[config.mk]
export PLATFORM = sky130hd
export DESIGN_NAME = ettu_index
export DESIGN_NICKNAME = d
export VERILOG_FILES = /design/src/rtl/edge_toggle_update_typer_core_macros.svh /design/src/rtl/ettu_pkg.sv /design/src/rtl/ettu_index.sv
export SDC_FILE = /design/constraint.sdc
export NUM_CORES = 1
export LEC_CHECK = 0
export BUFFER_PORTS_ARGS = -buffer_cell sky130_fd_sc_hd__buf_2
export CAP_MARGIN = 25
export CELL_PAD_IN_SITES_DETAIL_PLACEMENT = 1
export CELL_PAD_IN_SITES_GLOBAL_PLACEMENT = 1
export CORE_MARGIN = 3
export CORE_UTILIZATION = 48
export DETAILED_ROUTE_END_ITERATION = 8
export PLACE_DENSITY_LB_ADDON = 0.1
export SYNTH_ARGS = -nofsm -noshare
export SYNTH_HDL_FRONTEND = slang
export SYNTH_SLANG_ARGS = --single-unit
[constraint.sdc]
create_clock -name clk -period 6.56 [get_ports clk]
set_input_delay 1.312 -clock clk [delete_from_list [all_inputs] [get_ports clk]]
set_output_delay 1.312 -clock clk [all_outputs]
set_load 0.02 [all_outputs]
[src/rtl/edge_toggle_update_typer_core_macros.svh]
// Assertion macros for the edge toggle update typer.
// Define NO_ASSERTIONS to compile the checks out.
`ifndef EDGE_TOGGLE_UPDATE_TYPER_CORE_MACROS_SVH
`define EDGE_TOGGLE_UPDATE_TYPER_CORE_MACROS_SVH

`ifndef NO_ASSERTIONS

// Checks that the consequent holds in the same cycle as the antecedent.
`define ETTU_ASSERT_SAME(label, clk, rst_n, ante, cons) \
	label: assert property (@(posedge clk) disable iff (!rst_n) (ante) |-> (cons)) \
		else $error("ettu check failed in the same cycle");

// Checks that the consequent holds in the cycle after the antecedent.
`define ETTU_ASSERT_NEXT(label, clk, rst_n, ante, cons) \
	label: assert property (@(posedge clk) disable iff (!rst_n) (ante) |=> (cons)) \
		else $error("ettu check failed in the following cycle");

`else

`define ETTU_ASSERT_SAME(label, clk, rst_n, ante, cons)
`define ETTU_ASSERT_NEXT(label, clk, rst_n, ante, cons)

`endif

`endif

[src/rtl/ettu_pkg.sv]
`timescale 1ns / 1ps
`default_nettype none

package ettu_pkg;

	// Store geometry for the full vertex range.
	localparam int MaxVertices = 256;
	localparam int VtxW        = 8;
	localparam int CfgW        = 9;
	localparam int PairCount   = (MaxVertices * (MaxVertices - 1)) / 2;
	localparam int IdxW        = $clog2(PairCount);
	localparam int ProdW       = 2 * VtxW + 1;

	// The bit store is kept as words of WordW bits.
	localparam int WordW      = 32;
	localparam int BitW       = $clog2(WordW);
	localparam int WordCount  = (PairCount + WordW - 1) / WordW;
	localparam int WordAddrW  = $clog2(WordCount);

	// Word request from the index pipeline to the store.
	typedef struct packed {
		logic                 vld;
		logic                 bad;
		logic [WordAddrW-1:0] waddr;
		logic [BitW-1:0]      bitpos;
	} req_t;

	// Result of the read-modify-write stage.
	typedef struct packed {
		logic vld;
		logic bad;
		logic old;
	} res_t;

endpackage

`default_nettype wire

[src/rtl/ettu_index.sv]
`timescale 1ns / 1ps
`default_nettype none

module ettu_index
	import ettu_pkg::*;
(
	input  wire logic            clk,
	input  wire logic            arst_n,
	input  wire logic            adv,
	input  wire logic            take,
	input  wire logic [VtxW-1:0] edge_src,
	input  wire logic [VtxW-1:0] edge_dst,
	input  wire logic [CfgW-1:0] vertex_count,
	output req_t                 req
);

	localparam logic [VtxW:0] TwoMm1 = (VtxW + 1)'(2 * MaxVertices - 1);

	logic            bad_c;
	logic [VtxW-1:0] lo_c;
	logic [VtxW-1:0] hi_c;

	logic            v_s1;
	logic            bad_s1;
	logic [VtxW-1:0] lo_s1;
	logic [VtxW-1:0] col_s1;

	logic             v_s2;
	logic             bad_s2;
	logic [VtxW-1:0]  col_s2;
	logic [ProdW-1:0] prod_s2;

	logic [VtxW:0]    span_c;
	logic [ProdW-2:0] sum_c;
	logic [IdxW-1:0]  idx_c;

	// Range and self-loop check, endpoint ordering.
	always_comb begin
		bad_c = ({1'b0, edge_src} >= vertex_count) || ({1'b0, edge_dst} >= vertex_count) ||
			(edge_src == edge_dst);
		if (edge_src < edge_dst) begin
			lo_c = edge_src;
			hi_c = edge_dst;
		end else begin
			lo_c = edge_dst;
			hi_c = edge_src;
		end
	end

	// Stage one holds the row and the column of the pair.
	always_ff @(posedge clk or negedge arst_n) begin
		if (!arst_n) begin
			v_s1 <= 1'b0;
		end else if (adv) begin
			v_s1 <= take;
		end
	end

	always_ff @(posedge clk) begin
		if (adv) begin
			bad_s1 <= bad_c;
			lo_s1  <= lo_c;
			col_s1 <= hi_c - lo_c - VtxW'(1);
		end
	end

	// Stage two holds the row offset product of the triangular layout.
	assign span_c = TwoMm1 - {1'b0, lo_s1};

	always_ff @(posedge clk or negedge arst_n) begin
		if (!arst_n) begin
			v_s2 <= 1'b0;
		end else if (adv) begin
			v_s2 <= v_s1;
		end
	end

	always_ff @(posedge clk) begin
		if (adv) begin
			bad_s2  <= bad_s1;
			col_s2  <= col_s1;
			prod_s2 <= ProdW'({{(VtxW + 1){1'b0}}, lo_s1} * {{VtxW{1'b0}}, span_c});
		end
	end

	// The product is always even, so halving it is exact.
	assign sum_c = prod_s2[ProdW-1:1] + (ProdW - 1)'(col_s2);
	assign idx_c = sum_c[IdxW-1:0];

	always_comb begin
		req.vld    = v_s2;
		req.bad    = bad_s2;
		req.waddr  = idx_c[IdxW-1:BitW];
		req.bitpos = idx_c[BitW-1:0];
	end

endmodule

`default_nettype wire

== After elaboration in Yosys (flattened, before gate mapping) ==
Cells that the tools add are included.

* Register bits: 44
* Input bits: 29
* Output and inout bits: 17
* Word-level logic and storage cells: 21

* Add/subtract/negate cells: 4
* $mul: 1
* Order comparisons: 3
* Eq/ne operators: 1
* Muxes and demuxes: 2
* Reduce and logical (&&, ||, !) cells: 2

{| class="wikitable"
|+ Operator list
! operator !! count
|-
| greater-or-equal comparator 8 x 9 -> 1 bit || 2
|-
| multiplier 8 x 9 -> 16 bit || 1
|-
| two-way mux 8 bit || 2
|-
| adder 15 x 8 -> 15 bit || 1
|-
| subtractor 9 x 8 -> 9 bit (first input constant) || 1
|-
| equality test 8 bit || 1
|-
| < comparator 8 bit || 1
|-
| subtractor 8 x 1 -> 8 bit (second input constant) || 1
|-
| subtractor 8 bit || 1
|-
| logical OR 1 bit || 2
|}

== Depth between registers and ports, before layout ==
* Depth after elaboration: 4
* Gate-level depth with buffers: 19

== Worst setup path after synthesis ==
OpenSTA, ideal clock, no wires.

* Kind: register -> register
* Start: reg lo_s1[0]
* End: reg prod_s2[14] (data pin)
* Data arrival time: 4.528 ns
* Data required time: 6.303 ns
* Slack: 1.775 ns
* Cell stages (with the launch flop): 19
* Clock period less this slack: 4.785 ns
* Cell sequence: edfxtp_1 > clkbuf_1 > inv_1 > nand2_1 > fa_1 > fa_1 > inv_1 > fa_1 > inv_1 > fa_1 > inv_1 > ha_1 > nor3_1 > nor2_1 > a31oi_1 > nor2b_1 > o21a_1 > o41a_1 > xor2_1

* Longest elaborated chain between the ends: 2

{| class="wikitable"
|+ RTL lines
! element !! RTL line !! source
|-
| start, declared || ettu_index.sv:25 || <nowiki>logic [VtxW-1:0] lo_s1;</nowiki>
|-
| start signal, assigned || ettu_index.sv:62 || <nowiki>lo_s1 <= lo_c;</nowiki>
|-
| subtractor 9 x 8 -> 9 bit || ettu_index.sv:68 || <nowiki>assign span_c = TwoMm1 - {1'b0, lo_s1};</nowiki>
|-
| multiplier 8 x 9 -> 16 bit * || ettu_index.sv:82 || <nowiki>prod_s2 <= ProdW'({{(VtxW + 1){1'b0}}, lo_s1} * {{VtxW{1'b0}}, span_c});</nowiki>
|-
| end signal, assigned || ettu_index.sv:82 ||
|-
| end, declared || ettu_index.sv:31 || <nowiki>logic [ProdW-1:0] prod_s2;</nowiki>
|}

Every way passes the cells marked *; elsewhere a longest branch is shown, timed or not.
A chain may end at the register's enable or synchronous reset.

== Final worst setup path ==
* Start: reg lo_s1[6]
* End: reg prod_s2[15] (data pin)

Same word-level chain as after synthesis.

==> metrics.md <==
| Metric | Value |
|---|---|
| Worst path cell trace | `clkinv_1 -> nor2_1 -> fa_1 -> fa_1 -> fa_1 -> inv_1 -> fa_1 -> inv_1 -> ha_1 -> nor3_1 -> nor2_1 -> a31oi_1 -> nor2b_1 -> o21a_1 -> o41ai_1 -> xnor2_1` |
| TritonCTS clock tree | `built` |
| Met2 Use GR | `0.358` |
| Area growth syn-to-layout | `9.29%` |
| DIE WIDTH | `106 µm` |
| Vias in the first global route | `3657` |
| Clock skew | `12.8 ps` |
| Ant. Diodes | `0` |
| Peak VDD IR | `0.000277 V` |
| Cts-stage hold buffer count | `0` |
| WL/cell | `16.9 µm` |
| Initial Utilization | `0.506` |
| Fin crit period | `5170 ps` |
| Clock Sinks | `43` |
| Register share of total power | `0.220` |
| Count of final hold-check violations | `0` |
| Most frequent CP cell | `fa_1` |
| Tcrit/Tclk final | `0.788` |
| Post-DP HPWL | `9.28 mm` |
| Die Area | `11200 µm²` |
| Area of the multi-input gates | `3140 µm²` |
| Synth Net Count | `621` |
| Post-CTS setup buffer count | `0` |
| Fillers | `1108` |
| Pre-CTS WS | `1450 ps` |
| Placed Cells | `644` |
| Area of the core | `9460 µm²` |
| Final instance count without filler cells | `652` |
| Synthesized cell area | `4780 µm²` |
| Avg Inst Size Synth | `10.0 µm²` |
| Max-slew headroom | `0.330` |
| EDFF count, synth | `41` |
| Switching part of the total power | `0.470` |
| CTS buffer count | `5` |
| Switching pwr | `1060 µW` |
| Achievable Freq | `193 MHz` |
| Async SR Flop Fraction | `0.0465` |
| M1 GR Usage | `0.282` |
| Routability cong. | `0.814` |
| Reg-to-reg startpoint | `lo_s1[6]` |
| Syn Inst Count | `478` |
| Setup TNS | `0 ps` |
| Status | `complete, no violations` |
| Leak pwr | `0.00256 µW` |
| Top_reg_cell synth | `edfxtp_1` |
| Max cap viols | `0` |
| Die span in y | `106 µm` |
| Worst Tran Pin Value | `1000 ps` |
| Clock network fraction of total power | `0.081` |
| PwrDens | `431 nW/µm²` |
| H-tree depth | `2` |
| Hold wc startpoint | `col_s1[4]` |
| Logic pwr share | `0.699` |
| Delay of the slowest critical-path stage | `550 ps` |
| Critical Path Fanout Max | `9` |
| Post-CTS sizing | `0` |
| Sequential area share after synthesis | `0.268` |
| DRC | `0` |
| Layout Nets | `665` |
| Internal Power | `1190 µW` |
| YS warnings | `0` |
| Endpoint type of the worst setup path | `register` |
| Total wire length | `11.0 mm` |
| CP Launch Type | `register` |
| ANT nets after route | `0` |
| Yosys cell types | `54` |
| Via density | `5.38` |
| Vias | `3511` |
| Routing usage on met3 | `0.0349` |
| Total Routing Usage GR | `0.209` |
| Ports | `46` |
| Seq cells post-synth | `43` |
| Worst hold path class | `register to register` |
| Storage cell area | `1280 µm²` |
| Max clock buf depth | `2` |
| CP max-delay cell | `edfxtp_1` |
| Total gr overflow | `0` |
| Crit path required time | `6620 ps` |
| Crit. Startpoint | `lo_s1[6]` |
| Top Usage Layer GRT | `met2` |
| Critical path type | `register to register` |
| RSZ-0062 raised after global routing | `no` |
| Global-route wire length before repair | `18.6 mm` |
| Layout cells sized above 1 | `0.143` |
| PortBufs | `45` |
| Router iterations before antenna repair | `4` |
| Largest net degree at the start of global routing | `44` |
| Max-slew violations | `0` |
| Initial antenna violation count | `0` |
| Site row count | `35` |
| Worst skew pair latency | `310 ps` |
| Crit path arrival time | `5230 ps` |
| Final setup margin | `1390 ps` |
| Worst-path clk slew | `100 ps` |
| Root buf cell | `clkbuf_8` |
| Initial DRC Count | `124` |
| Power Total | `2250 µW` |
| Final setup fails | `0` |
routing by layer:
metal	up-vias	wire [µm]
met4	0	105
li1	1704	-
met2	64	5450
met3	10	397
met5	-	0
met1	1733	5070
Yosys cell counts, types with 5 or more instances:
library cell | number | area [µm²]
a31oi_1 | 7 | 43.8
xor2_1 | 8 | 70.1
fa_1 | 34 | 681
edfxtp_1 | 41 | 1230
ha_1 | 80 | 1000
nor2_1 | 50 | 188
mux2_2 | 9 | 101
a21oi_1 | 12 | 60.1
inv_1 | 81 | 304
a21o_1 | 11 | 82.6
o21ai_0 | 8 | 40.0
xnor2_1 | 24 | 210
nor2b_1 | 6 | 37.5
o21ai_1 | 5 | 25.0
nor3_1 | 7 | 35.0
nand2_1 | 20 | 75.1
nand2b_1 | 6 | 37.5
clkbuf_1 | 5 | 18.8
worst max-delay path, delay by kind of cell, from the launching register on:
kind / cells / cell delay, ps
adder cells (fa/ha/maj): 5 / 2420
buffers and inverters: 3 / 430
XOR/XNOR: 1 / 110
AO/OA/AOI/OAI: 3 / 790
AND/OR/NAND/NOR: 4 / 620
flip-flops: 1 / 550
area by class of cell:
class	instances	area share
Multi-Input combinational cell	342	0.602
Sequential cell	43	0.245
Inverter	85	0.0610
Timing Repair Buffer	45	0.0431
Tap cell	129	0.0309
Clock buffer	5	0.0132
Clock inverter	3	0.00503
cells in the final DEF, fill, tap and decap left out, types with 5 or more instances in the layout:
cell,n
a21o_1,11
a21oi_1,12
a31oi_1,7
buf_2,45
clkbuf_8,5
edfxtp_1,41
fa_1,34
ha_1,80
inv_1,81
mux2_2,9
nand2_1,20
nand2b_1,6
nor2_1,50
nor2b_1,6
nor3_1,7
o21ai_0,8
o21ai_1,5
xnor2_1,24
xor2_1,8
stage by stage:
| step | area (µm²) | util | hold WS (ps) |
|---|---|---|---|
| final | 5230 | 0.553 | 432 |
| after floorplan | 4780 | - | 400 |
| after CTS | 5230 | 0.553 | 433 |
| after global routing | 5230 | 0.553 | 435 |
| after detailed placement | 5130 | 0.542 | 411 |
| after global placement | 5130 | 0.542 | 400 |
power groups by stage:
stage	registers (µW)	clock network, µW	logic [µW]
after floorplan	475	0	1190
after global placement	497	0	1510
after detailed placement	503	0	1570
after CTS	497	187	1600
after global routing	507	196	1790
final	496	182	1580
path summary, 6_finish.rpt:
kind / to / slack, ps / cells after the start
worst max-delay path: prod_s2[15] / 1390 / 16
worst min-delay path: col_s2[4] / 430 / 0
worst max register to register: prod_s2[15] / 1390 / 16
worst min register to register: col_s2[4] / 430 / 0
max in group asynchronous: v_s1 / 5710 / 1
min in group asynchronous: v_s2 / 760 / 1
flip-flops by register name, summed over array words and instances (netlist names):
signal	flops
bad_s1	1
v_s2	1
prod_s2	15
col_s2	8
col_s1	8
bad_s2	1
lo_s1	8
v_s1	1
logic make-up after synthesis:
| group | Yosys count | synth area share |
|---|---|---|
| AOI/OAI and AO/OA | 73 | 0.108 |
| buffers and inverters | 93 | 0.0746 |
| muxes | 11 | 0.0254 |
| and+or+nand+nor | 112 | 0.114 |
| DFF | 43 | 0.268 |
| xor gates and xnor gates | 32 | 0.0586 |
| adders and majority gates | 114 | 0.352 |
(Power assumes the default switching activity.)
